--- config.mk ---
export PLATFORM = sky130hd
export DESIGN_NAME = printable_run_path_matcher
export DESIGN_NICKNAME = d
export VERILOG_FILES = /design/src/rtl/prpm_pkg.sv /design/src/rtl/prpm_fifo.sv /design/src/rtl/prpm_front.sv /design/src/rtl/prpm_back.sv /design/src/rtl/printable_run_path_matcher.sv
export SDC_FILE = /design/constraint.sdc
export NUM_CORES = 1
export LEC_CHECK = 0
export ABC_AREA = 1
export ABC_CLOCK_PERIOD_IN_PS = 6400
export BUFFER_PORTS_ARGS = -buffer_cell sky130_fd_sc_hd__clkbuf_2
export CAP_MARGIN = 0
export CORE_MARGIN = 10
export CORE_UTILIZATION = 50
export CTS_CLUSTER_SIZE = 20
export DETAILED_ROUTE_END_ITERATION = 6
export PLACE_DENSITY = 0.68
export SLEW_MARGIN = 40
export SYNTH_ARGS = -nofsm -noshare
export SYNTH_HDL_FRONTEND = slang
export SYNTH_HIERARCHICAL = 1
export SYNTH_SLANG_ARGS = --single-unit
--- constraint.sdc ---
create_clock -name clk -period 6.4 [get_ports clk]
set_input_delay 1.28 -clock clk [delete_from_list [all_inputs] [get_ports clk]]
set_output_delay 1.28 -clock clk [all_outputs]
set_load 0.005 [all_outputs]
--- src/rtl/prpm_pkg.sv ---
package prpm_pkg;

	localparam int OFFSET_WIDTH = 32;
	localparam int LENGTH_WIDTH = 16;
	localparam int MID_DEPTH_DEF = 4;
	localparam int OUT_DEPTH_DEF = 2;

	localparam int CFG_ADDR_WIDTH = 3;
	localparam logic REG_MIN_RUN_LEN = 1'b0;
	localparam logic [7:0] MIN_RUN_LEN_RST = 8'd4;

	localparam logic [15:0] CH_SPACE = 16'h0020;
	localparam logic [15:0] CH_DEL = 16'h007F;
	localparam logic [15:0] CH_COLON = 16'h003A;
	localparam logic [15:0] CH_BSLASH = 16'h005C;
	localparam logic [15:0] CH_DOT = 16'h002E;
	localparam logic [15:0] CH_STAR = 16'h002A;
	localparam logic [15:0] CH_QUEST = 16'h003F;
	localparam logic [15:0] CH_QUOTE = 16'h0022;
	localparam logic [15:0] CH_LT = 16'h003C;
	localparam logic [15:0] CH_GT = 16'h003E;
	localparam logic [15:0] CH_PIPE = 16'h007C;
	localparam logic [6:0] LOW_BSLASH = 7'h5C;
	localparam logic [6:0] LOW_DOT = 7'h2E;
	localparam int PATH_MIN_LEN = 6;

	typedef struct packed {
		logic [15:0] code_unit;
		logic last_unit;
	} unit_t;

	typedef struct packed {
		logic [OFFSET_WIDTH-1:0] run_start;
		logic [LENGTH_WIDTH-1:0] run_length;
		logic is_path;
	} result_t;

	// classified unit handed from front to back
	typedef struct packed {
		logic [OFFSET_WIDTH-1:0] offset;
		logic last;
		logic printable;
		logic upper;
		logic alnum;
		logic colon;
		logic bslash;
		logic dot;
		logic forbidden;
		logic [6:0] low7;
	} cls_item_t;

	typedef struct packed {
		logic prefix;
		logic bad;
		logic dot;
		logic dotbs;
		logic ext;
	} path_flags_t;

endpackage

--- src/rtl/prpm_fifo.sv ---
module prpm_fifo #(
	parameter int WIDTH = 8,
	parameter int DEPTH = 2
) (
	input  logic             clk,
	input  logic             arst_n,
	input  logic             wr_en,
	input  logic [WIDTH-1:0] wr_data,
	output logic             full,
	input  logic             rd_en,
	output logic [WIDTH-1:0] rd_data,
	output logic             empty
);

	localparam int PTR_W = (DEPTH > 1) ? $clog2(DEPTH) : 1;
	localparam int CNT_W = $clog2(DEPTH + 1);

	logic [WIDTH-1:0] mem_q [DEPTH];
	logic [PTR_W-1:0] wr_ptr_q;
	logic [PTR_W-1:0] rd_ptr_q;
	logic [CNT_W-1:0] count_q;
	logic do_wr;
	logic do_rd;

	assign full = (count_q == CNT_W'(DEPTH));
	assign empty = (count_q == '0);
	assign do_wr = wr_en && !full;
	assign do_rd = rd_en && !empty;
	assign rd_data = mem_q[rd_ptr_q];

	always_ff @(posedge clk) begin
		if (do_wr) begin
			mem_q[wr_ptr_q] <= wr_data;
		end
	end

	always_ff @(posedge clk or negedge arst_n) begin
		if (!arst_n) begin
			wr_ptr_q <= '0;
			rd_ptr_q <= '0;
			count_q <= '0;
		end else begin
			if (do_wr) begin
				wr_ptr_q <= (wr_ptr_q == PTR_W'(DEPTH - 1)) ? '0 : wr_ptr_q + 1'b1;
			end
			if (do_rd) begin
				rd_ptr_q <= (rd_ptr_q == PTR_W'(DEPTH - 1)) ? '0 : rd_ptr_q + 1'b1;
			end
			if (do_wr && !do_rd) begin
				count_q <= count_q + 1'b1;
			end else if (do_rd && !do_wr) begin
				count_q <= count_q - 1'b1;
			end
		end
	end

endmodule

--- src/rtl/prpm_front.sv ---
module prpm_front
	import prpm_pkg::*;
(
	input  logic      clk,
	input  logic      arst_n,
	input  logic      push,
	input  unit_t     unit,
	output logic      full,
	input  logic      q_full,
	output logic      q_push,
	output cls_item_t q_item
);

	logic [OFFSET_WIDTH-1:0] offset_q;
	logic [15:0] c;

	assign c = unit.code_unit;
	assign full = q_full;
	assign q_push = push && !q_full;

	always_comb begin
		q_item.offset = offset_q;
		q_item.last = unit.last_unit;
		q_item.printable = (c >= CH_SPACE) && (c < CH_DEL);
		q_item.upper = (c >= 16'h0041) && (c <= 16'h005A);
		q_item.alnum = q_item.upper || ((c >= 16'h0061) && (c <= 16'h007A)) ||
			((c >= 16'h0030) && (c <= 16'h0039));
		q_item.colon = (c == CH_COLON);
		q_item.bslash = (c == CH_BSLASH);
		q_item.dot = (c == CH_DOT);
		q_item.forbidden = (c == CH_COLON) || (c == CH_STAR) || (c == CH_QUEST) ||
			(c == CH_QUOTE) || (c == CH_LT) || (c == CH_GT) || (c == CH_PIPE);
		q_item.low7 = c[6:0];
	end

	// offset restarts after the end of a buffer
	always_ff @(posedge clk or negedge arst_n) begin
		if (!arst_n) begin
			offset_q <= '0;
		end else if (q_push) begin
			offset_q <= unit.last_unit ? '0 : offset_q + 1'b1;
		end
	end

endmodule

--- src/rtl/prpm_back.sv ---
module prpm_back
	import prpm_pkg::*;
(
	input  logic      clk,
	input  logic      arst_n,
	input  logic [7:0] min_run_len,
	input  cls_item_t item,
	input  logic      item_empty,
	output logic      item_pop,
	input  logic      res_full,
	output logic      res_push,
	output result_t   res
);

	logic [OFFSET_WIDTH-1:0] start_q;
	logic [LENGTH_WIDTH-1:0] run_cnt_q;
	path_flags_t flags_q;
	logic [6:0] prev_q;

	logic [LENGTH_WIDTH-1:0] cnt_add;
	logic [OFFSET_WIDTH-1:0] start_add;
	path_flags_t f_add;
	logic close_run;
	logic [LENGTH_WIDTH-1:0] cl_cnt;
	logic [OFFSET_WIDTH-1:0] cl_start;
	path_flags_t cl_flags;
	logic [6:0] cl_last;
	logic [7:0] min_eff;

	assign item_pop = !item_empty && !res_full;

	// flag update for one printable unit
	always_comb begin
		f_add = (run_cnt_q == '0) ? '0 : flags_q;
		start_add = start_q;
		if (run_cnt_q == '0) begin
			start_add = item.offset;
			if (item.upper) begin
				f_add.prefix = 1'b1;
			end
		end else if (run_cnt_q == LENGTH_WIDTH'(1)) begin
			if (!item.colon) begin
				f_add.prefix = 1'b0;
			end
		end else if (run_cnt_q == LENGTH_WIDTH'(2)) begin
			if (!item.bslash) begin
				f_add.prefix = 1'b0;
			end
		end else begin
			if (item.bslash) begin
				if ((run_cnt_q >= LENGTH_WIDTH'(4)) && (prev_q == LOW_BSLASH)) begin
					f_add.bad = 1'b1;
				end
			end else if (item.forbidden) begin
				f_add.bad = 1'b1;
			end
		end
		if (item.dot) begin
			f_add.dot = 1'b1;
			f_add.ext = 1'b1;
			f_add.dotbs = (run_cnt_q != '0) && (prev_q == LOW_BSLASH);
		end else if (f_add.dot && !item.alnum) begin
			f_add.ext = 1'b0;
		end
		cnt_add = (run_cnt_q == '1) ? run_cnt_q : run_cnt_q + 1'b1;
	end

	// a run closes on a non-printable unit or after the last unit
	always_comb begin
		close_run = !item.printable || item.last;
		if (item.printable) begin
			cl_cnt = cnt_add;
			cl_start = start_add;
			cl_flags = f_add;
			cl_last = item.low7;
		end else begin
			cl_cnt = run_cnt_q;
			cl_start = start_q;
			cl_flags = flags_q;
			cl_last = prev_q;
		end
		min_eff = (min_run_len == '0) ? 8'd1 : min_run_len;
		res_push = item_pop && close_run && (cl_cnt >= LENGTH_WIDTH'(min_eff));
		res.run_start = cl_start;
		res.run_length = cl_cnt;
		res.is_path = cl_flags.prefix && !cl_flags.bad &&
			(cl_cnt >= LENGTH_WIDTH'(PATH_MIN_LEN)) && (cl_last != LOW_BSLASH) &&
			cl_flags.dot && (cl_last != LOW_DOT) && !cl_flags.dotbs && cl_flags.ext;
	end

	always_ff @(posedge clk or negedge arst_n) begin
		if (!arst_n) begin
			start_q <= '0;
			run_cnt_q <= '0;
			flags_q <= '0;
			prev_q <= '0;
		end else if (item_pop) begin
			if (close_run) begin
				start_q <= '0;
				run_cnt_q <= '0;
				flags_q <= '0;
				prev_q <= '0;
			end else begin
				start_q <= start_add;
				run_cnt_q <= cnt_add;
				flags_q <= f_add;
				prev_q <= item.low7;
			end
		end
	end

`ifndef SYNTHESIS
	a_push_needs_pop: assert property (@(posedge clk) disable iff (!arst_n)
		res_push |-> item_pop)
		else $error("result produced without consuming an item");
	a_last_clears: assert property (@(posedge clk) disable iff (!arst_n)
		(item_pop && item.last) |=> (run_cnt_q == '0))
		else $error("run not cleared after last unit");
	a_nonprint_clears: assert property (@(posedge clk) disable iff (!arst_n)
		(item_pop && !item.printable) |=> (run_cnt_q == '0) && (flags_q == '0))
		else $error("run not cleared after non-printable unit");
	a_path_len: assert property (@(posedge clk) disable iff (!arst_n)
		(res_push && res.is_path) |-> (res.run_length >= LENGTH_WIDTH'(PATH_MIN_LEN)))
		else $error("path flag on short run");
`endif

endmodule

--- src/rtl/printable_run_path_matcher.sv ---
// Flow: an item is written into the classify queue, popped from it by the run tracker,
// and a result it closes is written into the result queue, whose head drives the result ports.
// Throughput: one code unit per cycle while neither queue is full; the run tracker updates once per unit.
// Queues between front, tracker and result port absorb stalls on either side.
// Reset (arst_n low, asynchronous): queues empty, run state and offset clear,
// min_run_len returns to 4.
module printable_run_path_matcher
	import prpm_pkg::*;
#(
	parameter int MID_DEPTH = MID_DEPTH_DEF,
	parameter int OUT_DEPTH = OUT_DEPTH_DEF
) (
	input  logic                      clk,
	input  logic                      arst_n,
	input  logic                      push,
	input  unit_t                     unit,
	output logic                      full,
	output result_t                   result,
	output logic                      empty,
	input  logic                      pop,
	input  logic                      psel,
	input  logic                      penable,
	input  logic                      pwrite,
	input  logic [CFG_ADDR_WIDTH-1:0] paddr,
	input  logic [31:0]               pwdata,
	output logic [31:0]               prdata,
	output logic                      pready
);

	logic [7:0] min_run_len_q;
	logic cfg_wr;

	logic mid_full;
	logic mid_push;
	cls_item_t mid_wr;
	cls_item_t mid_rd;
	logic mid_empty;
	logic mid_pop;

	logic res_full;
	logic res_push;
	result_t res_wr;

	assign pready = 1'b1;
	assign cfg_wr = psel && penable && pwrite && pready;
	assign prdata = (paddr[2] == REG_MIN_RUN_LEN) ? {24'd0, min_run_len_q} : 32'd0;

	always_ff @(posedge clk or negedge arst_n) begin
		if (!arst_n) begin
			min_run_len_q <= MIN_RUN_LEN_RST;
		end else if (cfg_wr && (paddr[2] == REG_MIN_RUN_LEN)) begin
			min_run_len_q <= pwdata[7:0];
		end
	end

	prpm_front u_front (
		.clk    (clk),
		.arst_n (arst_n),
		.push   (push),
		.unit   (unit),
		.full   (full),
		.q_full (mid_full),
		.q_push (mid_push),
		.q_item (mid_wr)
	);

	prpm_fifo #(
		.WIDTH ($bits(cls_item_t)),
		.DEPTH (MID_DEPTH)
	) u_mid_q (
		.clk     (clk),
		.arst_n  (arst_n),
		.wr_en   (mid_push),
		.wr_data (mid_wr),
		.full    (mid_full),
		.rd_en   (mid_pop),
		.rd_data (mid_rd),
		.empty   (mid_empty)
	);

	prpm_back u_back (
		.clk         (clk),
		.arst_n      (arst_n),
		.min_run_len (min_run_len_q),
		.item        (mid_rd),
		.item_empty  (mid_empty),
		.item_pop    (mid_pop),
		.res_full    (res_full),
		.res_push    (res_push),
		.res         (res_wr)
	);

	prpm_fifo #(
		.WIDTH ($bits(result_t)),
		.DEPTH (OUT_DEPTH)
	) u_out_q (
		.clk     (clk),
		.arst_n  (arst_n),
		.wr_en   (res_push),
		.wr_data (res_wr),
		.full    (res_full),
		.rd_en   (pop),
		.rd_data (result),
		.empty   (empty)
	);

endmodule

Yosys cells after proc, flatten, opt, wreduce, memory -nomap -nowiden
Memory sizes are Yosys's and may differ from the RTL's.
Cells that the tools add are included.
- add/sub/neg operators: 10
- magnitude comparators: 11
- eq/ne operators: 19
- multiplexer cells: 41
- bitwise gates (word level): 1
- reductions and logical operators: 57
- operator list (operator ; number):
    32-bit 2-to-1 mux ; 4
    16-bit by 6-bit equality test with 1-bit output (second input constant) ; 7
    16-bit 2-to-1 mux ; 3
    32-bit by 1-bit adder with 32-bit output (second input constant) ; 1
    16-bit by 7-bit equality test with 1-bit output (second input constant) ; 2
    16-bit by 3-bit >= comparator with 1-bit output (second input constant) ; 2
    16-bit by 6-bit >= comparator with 1-bit output (second input constant) ; 2
    16-bit by 7-bit >= comparator with 1-bit output (second input constant) ; 2
    16-bit by 7-bit less-or-equal comparator with 1-bit output (second input constant) ; 2
    1-bit logical AND ; 29
    1-bit 2-to-1 mux ; 20
    16-bit by 1-bit adder with 16-bit output (second input constant) ; 1
    16-bit by 1-bit equality test with 1-bit output (second input constant) ; 1
    16-bit equality test (second input constant) ; 1
    16-bit by 2-bit equality test with 1-bit output (second input constant) ; 1
    16-bit by 8-bit >= comparator with 1-bit output ; 1
    16-bit by 6-bit less-or-equal comparator with 1-bit output (second input constant) ; 1
    16-bit zero test ; 1
    16-bit by 7-bit less-than comparator with 1-bit output (second input constant) ; 1
    8-bit 2-to-1 mux ; 2
    16-bit nonzero test ; 1
    5-bit 2-to-1 mux ; 3
    7-bit 2-to-1 mux ; 2
    1-bit zero test ; 12
    18 further kinds ; 37
- register bits after elaboration: 111
- memory bits (writable): 286
- bits of input ports: 59
- output and inout port bits: 84
- logic and storage cells: 157
- memories: 2
- memory list (memory ; depth ; width ; read ports ; clocked after memory_dff ; wr ports ; line ; text):
    u_mid_q.mem_q ; 4 ; 47 ; 1 ; 0 ; 1 ; prpm_fifo.sv:18 ; logic [WIDTH-1:0] mem_q [DEPTH];
    u_out_q.mem_q ; 2 ; 49 ; 1 ; 0 ; 1 ; prpm_fifo.sv:18 ;

Logic depth before layout (Yosys ltp)
Gate-level depths: netlist (run 1).
- word-level depth: 16
- mapped depth: 36

Modules after synthesis
Netlist (run 1), hierarchy kept.
- modules (own cells, without submodules) (module ; instances ; cells an instance ; area each (um2) ; sequential area each (um2)):
    prpm_fifo at u_mid_q ; 1 ; 609 ; 8207.9 ; 5820.6
    prpm_back ; 1 ; 677 ; 4449.3 ; 1501.4
    prpm_fifo at u_out_q ; 1 ; 288 ; 3822.4 ; 3042.9
    prpm_front ; 1 ; 364 ; 2326.0 ; 800.8
    printable_run_path_matcher ; 1 ; 81 ; 610.6 ; 201.4

Least setup slack after synthesis (run 1)
Ideal clock, no wire load.
- path kind: reg-to-reg
- start: register u_mid_q.rd_ptr_q[0]
- end: memory u_out_q/mem_q[1][0] (netlist name) (enable)
- library setup time: 456 ps
- data arrival time: 4896 ps
- path slack: 1048 ps
- stages on the path, launching flop included: 29
- clock period less this slack: 5352 ps
- cell sequence: dfrtp_1 buf_6 buf_8 buf_6 nand2_1 o211ai_2 nand2_1 buf_4 buf_6 buf_2 clkbuf_1 a21boi_0 ha_1 nand2_1 nand2_1 nand2_1 nand2_1 nand2_1 nand2_1 nand2_1 nand2_1 nand2_1 nand2_1 nand2_1 nand2_1 nor2_1 nor2_1 o21ai_1 nor2_1
- RTL lines (element ; line ; text):
    from (decl) ; prpm_fifo.sv:20 ; logic [PTR_W-1:0] rd_ptr_q;
    from (signal assigned) ; prpm_fifo.sv:47 ; rd_ptr_q <= (rd_ptr_q == PTR_W'(DEPTH - 1)) ? '0 : rd_ptr_q + 1'b1;
    to (decl) ; prpm_fifo.sv:18 ;

==> key figures, run 1 <==
Timing
  – Slew HR: 47.8%
  – Final min period: 4.36 ns
  – Final setup violating endpoints: 0
  – Share of the clock period used by the worst path: 68.1%
  – Setup repair after global routing missed its margin: false
  – Count of final max-slew check failures: 0
  – Transition at the pin with the smallest max-transition slack: 0.776 ns
  – Final count of hold timing violations: 0
  – Clk_skew: 0.0162 ns
  – Maximum achievable frequency: 0.229 GHz
  – Fin Setup TNS: 0 ns

Detailed routing
  – Drt total wl: 39,800 µm
  – Pre-antenna DRT Iters: 5
  – Final routed DRC violation total: 0
  – Number of design-rule violations left by the first detailed-router iteration: 977
  – Detail Route Antenna Nets: 0
  – Via count: 13,400
  – Routed WL per cell: 15.1 µm
  – Routed via count divided by cell count: 5.10

Logic synthesis
  – Synth Register Bits: 397
  – Area share of the largest cell type after synthesis: 44.2%
  – Cell area after synthesis: 19,400 µm²
  – Cells after Synth: 2,019
  – Simple-Gate Fraction of Synth Area: 20.0%
  – Top cells by area, synth: sky130_fd_sc_hd__edfxtp_1 44%, sky130_fd_sc_hd__dfrtp_1 14%, sky130_fd_sc_hd__nand2_1 12%
  – Synth Area in Adders: 1.39%
  – Parity-gate share of the synthesized area counting xor and xnor cells: 0.316%
  – Number of distinct library cells after synthesis: 47
  – Synthesized area per cell: 9.62 µm²
  – Share of synthesized area spent on multiplexers: 0%
  – Dominant combinational cell family by area after synthesis: simple AND/OR/NAND/NOR gates
  – Number of warnings printed during yosys synthesis: 6
  – Most area-hungry cell type in the Yosys netlist: sky130_fd_sc_hd__edfxtp_1
  – Complex-gate fraction of the synthesized area: 10.4%
  – Sequential area share after synthesis: 58.5%

Cells and area
  – Commonest non-fill, non-tap cell in the layout: sky130_fd_sc_hd__nand2_1
  – Antenna cells: 0
  – Total area of sequential cells: 11,400 µm²
  – Filler cell count in the final layout: 3,309
  – Final std cells w/o fill: 2,627
  – Final Util: 55.6%
  – Synthesis-to-layout area growth: 10.5%
  – Number of nets in the final layout: 2,159
  – Highest-count cells in the layout ignoring fill and taps: 594 x sky130_fd_sc_hd__nand2_1, 286 x sky130_fd_sc_hd__edfxtp_1, 252 x sky130_fd_sc_hd__inv_1
  – Area of the multi-input gates: 6370 µm²
  – Fraction of final layout cells with drive strength greater than 1: 13.6%

Global routing
  – Via count of the first global-routing pass: 12,800
  – Global-route wire length before repair: 65,400 µm
  – Overall global routing resource usage: 16.7%
  – Largest net degree at the start of global routing: 93
  – Antenna violations before repair: 0
  – Grt total ovfl: 0

CTS
  – Number of clock buffers inserted by TritonCTS: 40
  – CTS tree: built
  – Count of hold-fix buffers inserted at cts: 0
  – Number of buffers between clock root and the deepest sink: 3
  – PostCTS Resize Cnt: 0
  – Buffers inserted during post-CTS setup optimization: 0
  – Deepest level of the CTS H-tree: 2
  – Clock sink count: 397
  – Insertion delay to the later sink of the worst-skew pair: 0.53 ns
  – Post-CTS clock slew at the launch and capture registers of the worst setup and hold paths: 0.06 ns
  – Cell at the root of the clock tree: sky130_fd_sc_hd__clkbuf_16

Setup path
  – Data required time of the critical path: 6.59 ns
  – Max stage delay on crit path: 0.46 ns
  – Critical path launch point type: register
  – Most numerous cell on the critical path: sky130_fd_sc_hd__nand2_1
  – Data arrival time at the worst-slack endpoint: 4.54 ns
  – Worst Path Max Fanout: 27
  – Nature of the critical path endpoint: register
  – Critical path's slowest cell: sky130_fd_sc_hd__dfrtp_1
  – Category of the critical setup timing path: register to register

Pwr
  – IR Drop Worst-Case VDD: 0.000282 V
  – Static power due to leakage: 0.00931 µW
  – Portion of total power attributed to sequential cells: 38.6%
  – Clk network pwr share: 21.6%
  – Relative contribution of combinational cells to total power: 39.8%
  – Cell internal pwr: 6350 µW
  – Power density cells: 484 nW/µm²
  – Net switching share of the total power: 38.8%
  – NetSw: 4020 µW

Placed design
  – Hpwl dp: 25,900 µm
  – Routability congestion estimate from global placement: 0.866
  – Cell count after placement: 2,554
  – Port bufs: 91

Floorplanning
  – Die area: 47,100 µm²
  – Overall die width: 217 µm
  – Initial cell density of the core: 50.4%
  – I/O pins: 143
  – Die Y: 217 µm
  – Row Count: 72
  – Core box area: 38,600 µm²

Status
  – Status: finished, final reports clean

Hold path
  – Path class of the lowest-slack min-delay path: register to register

Run
  – Max cap viols: 0
==> sequential cells by signal, summed over array words and instances, names as in the netlist, 2 cells and up <==
register,cells
u_mid_q/rd_ptr_q,2
u_back/start_q,32
min_run_len_q,8
u_front/offset_q,32
u_back/run_cnt_q,16
u_out_q/mem_q,98
u_back/flags_q,5
u_mid_q/mem_q,188
u_mid_q/count_q,3
u_back/prev_q,7
u_out_q/count_q,2
u_mid_q/wr_ptr_q,2
==> per-stage QoR <==
step	instance area [µm²]	setup slack, ns	hold slack, ns	total power (µW)
4_1_cts	21400	1.88	0.496	10400
3_3_place_gp	20000	1.89	0.462	7980
6_report	21400	2.04	0.495	10400
5_1_grt	21400	1.50	0.527	11200
3_5_place_dp	20200	1.88	0.483	8170
2_1_floorplan	19500	1.05	0.449	7040
==> worst paths after layout <==
kind	startpoint	end	cells after the start	slack [ns]
worst min register to register	u_mid_q/count_q[2]	u_mid_q/count_q[2]	2	0.49
min in group asynchronous	arst_n	u_back/run_cnt_q[8]	1	0.75
max in group asynchronous	arst_n	u_back/start_q[11]	2	4.56
worst max-delay path	u_back/run_cnt_q[0]	u_out_q/mem_q[0][45]	28	2.04
worst max register to register	u_back/run_cnt_q[0]	u_out_q/mem_q[0][45]	28	2.04
worst min-delay path	u_mid_q/count_q[2]	u_mid_q/count_q[2]	2	0.49
==> cells by family (layout without fill, tap and decap cells) <==
group,after synthesis,after routing
simple gates,917,917
flops,397,397
buf+inv,383,450
compound gates,292,292
fa+ha+maj,21,21
xor+xnor,7,7
other cells,2,25
==> synth_stat cells (all sizes together) <==
cell type  number
dfrtp         110
inv           263
buf            94
nor4            3
a31o            2
nand4          17
xnor2           2
xor2            5
o21bai          4
edfxtp        286
a21boi          1
a21oi          34
or2             4
o211ai         96
a41o            1
dfstp           1
nand2         602
clkbuf         25
conb            2
ha             20
a31oi           1
fa              1
clkinv          1
and2            1
o21ai         146
nor2          148
nor3            6
o22ai           7
nand3b          2
nand3         134
==> layer usage <==
layer | vias up | GRT usage [%] | part of all wire, %
li1 | 6756 | - | -
met1 | 6293 | 22.7 | 46
met2 | 311 | 27.6 | 47
met3 | 39 | 2.82 | 5.6
met4 | 0 | 3.92 | 1.5
met5 | - | 0 | 0
==> worst max-delay path: cells and delay by family (launching register included) <==
kind | cells | cell delay, ns
AND/OR/NAND/NOR | 20 | 1.40
AO/OA/AOI/OAI | 2 | 0.41
flip-flops | 1 | 0.46
adder cells (fa/ha/maj) | 2 | 0.64
buffers and inverters | 4 | 1.05
==> power by group through the flow <==
stage          sequential (µW)  combinational (µW)  clock, µW
2_1_floorplan             4020                3020          0
4_1_cts                   4010                4120       2290
5_1_grt                   4080                4710       2380
3_3_place_gp              4040                3940          0
6_report                  4010                4130       2240
3_5_place_dp              4060                4100          0
==> layout make-up <==
type,instances,share of cell area [%]
well taps,518,3.02
multi-input cells,1262,29.7
repair buffers,114,3.74
clock buffers,54,5.06
flip-flops and latches,397,53.0
clock inverters,18,0.799
inverters,264,4.64
Power figures use the tool's default switching activity.
==> run 2, diff against run 1 <==
- ABC_AREA: 1 -> 0
- ABC_CLOCK_PERIOD_IN_PS: 6400 -> 3660
- PLACE_DENSITY: 0.68 -> 0.71
- clock period: 6.4 -> 3.66 ns (I/O delays scaled with it)
==> run 2 against run 1 <==
Against the previous run: clock skew about the same; total power increased by 36%; final cell count decreased by 34%; global-route usage decreased by 1.2 points; critical path depth decreased by 10; largest cell class unchanged; sequential share of layout area increased by 4.2 points; sequential power increased by 49%; non-clock buffer count increased by 19; combinational power increased by 9.7%; wire length decreased by 14%; cell area decreased by 7.3%; register-to-register slack got worse by 1.9 ns.
==> key figures, run 2 <==
Logic synthesis
  – Async SR Flop Fraction: 28.0% (unchanged)
  – Commonest cells in the synthesized netlist: 286 x sky130_fd_sc_hd__edfxtp_1, 110 x sky130_fd_sc_hd__dfrtp_1, 61 x sky130_fd_sc_hd__nand2_1
  – Synthesized area per cell: 15.5 µm² (+62%)
  – Most area-hungry cell type in the Yosys netlist: sky130_fd_sc_hd__edfxtp_1
  – Cell area after synthesis: 17,900 µm² (-7.9%)
  – Synth Register Bits: 397 (unchanged)
  – Number of warnings printed during yosys synthesis: 6 (unchanged)
  – Number of flops mapped to enable cells by yosys: 286 (unchanged)
  – Number of distinct library cells after synthesis: 87 (+85%)
  – Most instantiated library cell after synthesis: sky130_fd_sc_hd__edfxtp_1
  – Area share of the largest cell type after synthesis: 48.0% (+3.8 points)
  – Synth Flop Type: sky130_fd_sc_hd__edfxtp_1
  – Sequential area share after synthesis: 63.6% (+5.0 points)
  – Top cells by area, synth: sky130_fd_sc_hd__edfxtp_1 48%, sky130_fd_sc_hd__dfrtp_1 15%, sky130_fd_sc_hd__mux4_2 5.7%
  – Cells after Synth: 1,151 (-43%)

Floorplanning
  – I/O pins: 143 (unchanged)
  – Core box area: 35,400 µm² (-8.2%)
  – Row Count: 69 (-4.2%)
  – Die area: 43,700 µm² (-7.2%)
  – Overall die width: 209 µm (-3.7%)
  – Initial cell density of the core: 50.5% (+0.16 points)
  – Die Y: 209 µm (-3.7%)

Pwr
  – Power density cells: 711 nW/µm² (+47%)
  – Total Power: 14,100 µW (+36%)
  – Static power due to leakage: 0.00771 µW (-17%)
  – IR Drop Worst-Case VDD: 0.000481 V (+70%)

Cells and area
  – Fraction of final layout cells with drive strength greater than 1: 30.0% (+16 points)
  – Highest-count cells in the layout ignoring fill and taps: 286 x sky130_fd_sc_hd__edfxtp_1, 105 x sky130_fd_sc_hd__dfrtp_1, 90 x sky130_fd_sc_hd__clkbuf_2
  – Commonest non-fill, non-tap cell in the layout: sky130_fd_sc_hd__edfxtp_1
  – Largest register by flop count: u_mid_q/mem_q
  – Area of the multi-input gates: 5790 µm² (-9.2%)
  – Synthesis-to-layout area growth: 11.1%
  – Total area of sequential cells: 11,400 µm² (about the same)
  – Final Util: 56.1% (+0.52 points)
  – Number of nets in the final layout: 1,334 (-38%)
  – Largest registers: u_mid_q/mem_q x188, u_out_q/mem_q x98
  – Antenna cells: 0 (unchanged)
  – Max reg flops: 188 (unchanged)
  – Filler cell count in the final layout: 2,752 (-17%)

Global routing
  – Grt total ovfl: 0 (unchanged)
  – Global-route wire length before repair: 55,400 µm (-15%)
  – Largest net degree at the start of global routing: 52 (-44%)
  – Overall global routing resource usage: 15.5% (-1.2 points)
  – Via count of the first global-routing pass: 9,992 (-22%)
  – Antenna violations before repair: 0 (unchanged)

Detailed routing
  – Number of design-rule violations left by the first detailed-router iteration: 675 (-31%)
  – Routed via count divided by cell count: 5.70 (+12%)
  – Detail Route Antenna Nets: 0 (unchanged)
  – Drt total wl: 34,300 µm (-14%)
  – Via count: 9,940 (-26%)
  – Routed WL per cell: 19.7 µm (+30%)
  – Final routed DRC violation total: 0 (unchanged)
  – Pre-antenna DRT Iters: 5 (unchanged)

Setup path
  – Worst Path Buf+Inv: 2 (-2)
  – Setup crit start: u_mid_q/rd_ptr_q[0]
  – Cell-by-cell listing of the critical path: mux4_2, inv_4, nor2_4, xnor2_2, ha_1, nand2b_1, a21o_1, a21o_1, a21o_1, a21o_2, o2111ai_1, a31oi_1, nand2_1, inv_1, ha_2, xor2_1, nor2_1, xor2_1
  – Nature of the critical path endpoint: register
  – Top cell family by delay on the critical path: compound AO/OA/AOI/OAI gates
  – Data arrival time at the worst-slack endpoint: 3.95 ns (-0.59 ns)
  – Critical path's slowest cell: sky130_fd_sc_hd__mux4_2
  – Data required time of the critical path: 4.10 ns (-2.49 ns)
  – Critical path launch point type: register
  – Most numerous cell on the critical path: sky130_fd_sc_hd__a21o_1
  – Category of the critical setup timing path: register to register
  – Max stage delay on crit path: 0.58 ns (+0.12 ns)
  – Launch instance of the worst register-to-register path: u_mid_q/rd_ptr_q[0]
  – Worst Path Max Fanout: 4 (-85%)

CTS
  – Post-CTS clock slew at the launch and capture registers of the worst setup and hold paths: 0.06 ns (about the same)
  – Number of buffers between clock root and the deepest sink: 3 (unchanged)
  – Count of hold-fix buffers inserted at cts: 0 (unchanged)
  – Cell at the root of the clock tree: sky130_fd_sc_hd__clkbuf_16
  – Insertion delay to the later sink of the worst-skew pair: 0.53 ns (about the same)
  – Clock sink count: 397 (unchanged)
  – Number of clock buffers inserted by TritonCTS: 38 (-5.0%)
  – CTS tree: built
  – Deepest level of the CTS H-tree: 2 (unchanged)

Timing
  – Count of final max-slew check failures: 0 (unchanged)
  – Maximum achievable frequency: 0.285 GHz (+24%)
  – Slew HR: 51.9% (+4.1 points)
  – Final count of hold timing violations: 0 (unchanged)
  – Transition at the pin with the smallest max-transition slack: 0.722 ns (-0.0539 ns)
  – Final min period: 3.51 ns (-0.846 ns)
  – Hold_ws: 0.209 ns (-0.286 ns)
  – Fin Setup TNS: 0 ns (unchanged)
  – Share of the clock period used by the worst path: 95.9% (+28 points)
  – Final setup violating endpoints: 0 (unchanged)
  – Clk_skew: 0.0161 ns (-0.0000188 ns)

Placed design
  – Routability congestion estimate from global placement: 0.876 (+1.1%)
  – Port bufs: 91 (unchanged)
  – Hpwl dp: 22,000 µm (-15%)

Status
  – Status: finished, final reports clean

Run
  – Max cap viols: 0 (unchanged)

Hold path
  – Path class of the lowest-slack min-delay path: input pin to asynchronous set/reset pin
## run 2: worst register-to-register path, delay by kind of cell (launching register included)
| kind | cells | cell delay [ns] |
|---|---|---|
| AOI/OAI and AO/OA | 6 | 0.82 |
| xor gates and xnor gates | 3 | 0.47 |
| adders and majority gates | 2 | 0.45 |
| buffers and inverters | 2 | 0.19 |
| DFF | 1 | 0.38 |
| muxes | 1 | 0.58 |
| and+or+nand+nor | 4 | 0.54 |
## run 2: path summary, 6_finish.rpt
kind	end	cells past startpoint	slack [ns]
max	u_out_q/count_q[1]	18	0.15
min reg2reg	u_back/flags_q[1]	2	0.48
min	min_run_len_q[5]	1	0.21
min in group clk	min_run_len_q[1]	2	0.44
max in group asynchronous	u_front/offset_q[20]	2	2.69
max reg2reg	u_out_q/count_q[1]	18	0.15
## run 2: report_power, final
group / switching (µW) / internal, µW
logic: 2480 / 2060
clock network: 1560 / 2060
registers: 286 / 5700
total: 4320 / 9820
## run 2: routing by layer
layer  GRT usage, %  share of wire, %  vias up
li1               -                 -     4595
met1           21.6                45     5059
met2           24.5                47      240
met3           2.74               5.3       46
met4           4.56               1.9        0
met5              0                 0        -
## run 2: per-stage QoR
step / worst slack (ns) / cells / cell area (µm²)
after floorplan: -0.137 / 1174 / 18000
after global placement: 0.221 / 1673 / 18700
after detailed placement: 0.142 / 1673 / 18700
after CTS: 0.122 / 1742 / 19800
after global routing: -0.0471 / 1744 / 19900
final: 0.148 / 1744 / 19900
## run 2: repair_timing
action | 4_1_cts | 5_1_grt
buffers inserted | 0 | 2
endpoints found under the setup margin | 0 | 12
resized for setup | 0 | 7
## run 2: cell families (layout without fill, tap and decap cells)
group	Yosys count	after routing	share of synthesized area (%)
muxes	149	149	13.4
xor gates and xnor gates	22	22	1.08
and+or+nand+nor	260	260	8.89
other	2	25	0.0420
AOI/OAI and AO/OA	178	178	6.76
DFF	397	397	63.6
buffers and inverters	122	231	4.79
adders and majority gates	21	21	1.51
## run 2: layout make-up
class                           count  share of cell area (%)
Clock inverter                      7                   0.189
Clock buffer                       62                    5.55
Sequential cell                   397                    57.2
Inverter                           29                   0.560
Multi-Input combinational cell    655                    29.1
Tap cell                          461                    2.90
Timing Repair Buffer              133                    4.43
==> run 3, diff against run 2 <==
- RECOVER_POWER: not set -> 100
==> run 3 against run 2 <==
Against the previous run: the flow now finishes with violations (capacitance limit, slew limit); fmax grew 2.2%; register-to-register slack gained 0.08 ns; global-route usage is the same; wire length grew 0.59%; sequential power is essentially flat; critical path depth is the same; clock-buffer cell count is the same; non-clock buffer count is the same; core utilization shrank 0.86 points; flip-flop and latch count is the same; hold slack gained 0.23 ns; critical endpoint unchanged.
==> key figures, run 3 (same netlist as run 2, synthesis figures left out) <==
Global routing
  – Largest net degree at the start of global routing: 52 (unchanged)
  – Antenna violations before repair: 0 (unchanged)
  – Via count of the first global-routing pass: 9,992 (unchanged)
  – Global-route wire length before repair: 55,400 µm (unchanged)
  – Grt total ovfl: 0 (unchanged)
  – Overall global routing resource usage: 15.5% (unchanged)

Timing
  – Final setup violating endpoints: 0 (unchanged)
  – Least setup slack across all paths after layout: 0.224 ns (+0.0753 ns)
  – Slew HR: -58.5% (-110 points)
  – Clk_skew: 0.0143 ns (-0.00183 ns)
  – Count of final max-slew check failures: 40 (+40)
  – Transition at the pin with the smallest max-transition slack: 2.38 ns (+1.65 ns)
  – Final min period: 3.44 ns (-0.0753 ns)
  – Final count of hold timing violations: 0 (unchanged)
  – Hold_ws: 0.436 ns (+0.228 ns)
  – Share of the clock period used by the worst path: 93.9% (-2.1 points)
  – Fin Setup TNS: 0 ns (unchanged)
  – Maximum achievable frequency: 0.291 GHz (+2.2%)

CTS
  – Number of buffers between clock root and the deepest sink: 3 (unchanged)
  – Insertion delay to the later sink of the worst-skew pair: 0.53 ns (about the same)
  – Deepest level of the CTS H-tree: 2 (unchanged)
  – Number of clock buffers inserted by TritonCTS: 38 (unchanged)
  – CTS tree: built
  – Clock sink count: 397 (unchanged)
  – Post-CTS clock slew at the launch and capture registers of the worst setup and hold paths: 0.06 ns (about the same)
  – Cell at the root of the clock tree: sky130_fd_sc_hd__clkbuf_16

Cells and area
  – Fraction of final layout cells with drive strength greater than 1: 22.3% (-7.7 points)
  – Largest registers: u_mid_q/mem_q x188, u_out_q/mem_q x98
  – Final design area excluding fillers: 19,600 µm² (-1.5%)
  – Number of nets in the final layout: 1,334 (unchanged)
  – Largest register by flop count: u_mid_q/mem_q
  – Synthesis-to-layout area growth: 9.43%
  – Highest-count cells in the layout ignoring fill and taps: 286 x sky130_fd_sc_hd__edfxtp_1, 106 x sky130_fd_sc_hd__dfrtp_1, 75 x sky130_fd_sc_hd__clkbuf_2
  – Commonest non-fill, non-tap cell in the layout: sky130_fd_sc_hd__edfxtp_1
  – Antenna cells: 0 (unchanged)
  – Max reg flops: 188 (unchanged)

Floorplanning
  – Overall die width: 209 µm (unchanged)
  – Die area: 43,700 µm² (unchanged)
  – Row Count: 69 (unchanged)
  – Die Y: 209 µm (unchanged)
  – Core box area: 35,400 µm² (unchanged)
  – I/O pins: 143 (unchanged)
  – Initial cell density of the core: 50.5% (unchanged)

Pwr
  – Static power due to leakage: 0.00743 µW (-3.6%)
  – IR Drop Worst-Case VDD: 0.000462 V (-3.8%)
  – Power density cells: 708 nW/µm² (-0.43%)

Status
  – Status: finished, violations left
  – Violated checks: capacitance limit, slew limit

Detailed routing
  – Detail Route Antenna Nets: 0 (unchanged)
  – Number of design-rule violations left by the first detailed-router iteration: 660 (-2.2%)
  – Drt total wl: 34,500 µm (+0.59%)
  – Routed WL per cell: 19.8 µm (+0.59%)
  – Pre-antenna DRT Iters: 5 (unchanged)
  – Via count: 9,925 (-0.15%)
  – Routed via count divided by cell count: 5.69 (-0.15%)
  – Final routed DRC violation total: 0 (unchanged)

Placed design
  – Pre-CTS worst setup slack: 0.142 ns (unchanged)
  – Hpwl dp: 22,000 µm (unchanged)
  – Cell Area, Placed: 18,700 µm² (unchanged)
  – Port bufs: 91 (unchanged)
  – Routability congestion estimate from global placement: 0.876 (unchanged)

Setup path
  – Data arrival time at the worst-slack endpoint: 3.88 ns (-0.07 ns)
  – Data required time of the critical path: 4.11 ns (about the same)
  – Cell-by-cell listing of the critical path: mux4_2, inv_4, nor2_4, xnor2_2, ha_1, nand2b_1, a21o_1, a21o_1, a21o_1, a21o_2, o2111ai_1, a31oi_1, nand2_1, inv_1, ha_2, xor2_1, nor2_1, xor2_1
  – Max stage delay on crit path: 0.58 ns (about the same)
  – Top cell family by delay on the critical path: compound AO/OA/AOI/OAI gates
  – Most numerous cell on the critical path: sky130_fd_sc_hd__a21o_1
  – Worst Path Buf+Inv: 2 (unchanged)
  – Critical path launch point type: register
  – Critical path's slowest cell: sky130_fd_sc_hd__mux4_2
  – Nature of the critical path endpoint: register
  – Worst Path Max Fanout: 4 (unchanged)
  – Category of the critical setup timing path: register to register

Hold path
  – Path class of the lowest-slack min-delay path: input pin to register

Run
  – Max cap viols: 1 (+1)
-- run 3: changes by cell type in the layout (fill, tap and decap cells not counted), sizes merged --
cell    previous run  this run
buf               43        32
clkbuf           152       163
-- run 3: area by class of cell --
| class | count | area [µm²] |
|---|---|---|
| Timing Repair Buffer | 133 | 795 |
| Sequential cell | 397 | 11400 |
| Clock inverter | 7 | 37.5 |
| Fill cell | 2835 | 15800 |
| Clock buffer | 62 | 1100 |
| Inverter | 29 | 111 |
| Multi-Input combinational cell | 655 | 5570 |
| Tap cell | 461 | 577 |
-- run 3: timing repair --
action	in CTS	in global routing
gates resized for setup	0	7
setup endpoints to repair	0	12
buffers inserted	0	2
hold buffers	0	0
-- run 3: worst paths after layout --
path                       slack, ns                   end           startpoint  depth (start not counted)
max                             0.22    u_out_q/count_q[1]  u_mid_q/rd_ptr_q[0]                         18
min                             0.44      min_run_len_q[1]            pwdata[1]                          2
max reg2reg                     0.22    u_out_q/count_q[1]  u_mid_q/rd_ptr_q[0]                         18
min reg2reg                     0.48     u_back/flags_q[1]    u_back/flags_q[1]                          2
max in group asynchronous       1.07  u_front/offset_q[20]               arst_n                          2
min in group asynchronous       0.93      min_run_len_q[5]               arst_n                          1
-- run 3: worst reg2reg max path: cells and delay by family (launching register included) --
kind	cells	cell delay [ns]
compound gates	6	0.83
mux	1	0.58
simple gates	4	0.49
xor+xnor	3	0.46
fa+ha+maj	2	0.44
flops	1	0.38
buf+inv	2	0.17
-- run 3: routing by layer --
metal	vias to the layer above	track usage [%]	share of wire (%)	wire length [µm]
met5	-	0	0	0
met4	0	4.56	2.0	677
met3	47	2.74	5.4	1870
met2	242	24.5	47	16300
met1	5048	21.6	45	15700
li1	4588	-	-	-
-- run 3: stage by stage --
step / utilization (%) / total power (µW) / cells
floorplan: - / 9450 / 1174
global placement: 52.8 / 10500 / 1673
detailed placement: 52.8 / 10600 / 1673
CTS: 56.0 / 14200 / 1742
global route: 55.3 / 14600 / 1744
finish: 55.3 / 13900 / 1744
-- run 3: power by group --
group          leakage [µW]  total (µW)  internal (µW)  switching, µW
clock network      0.000557        3620           2060           1560
logic               0.00271        4260           1820           2440
registers           0.00416        5980           5710            275
total               0.00743       13900           9590           4270
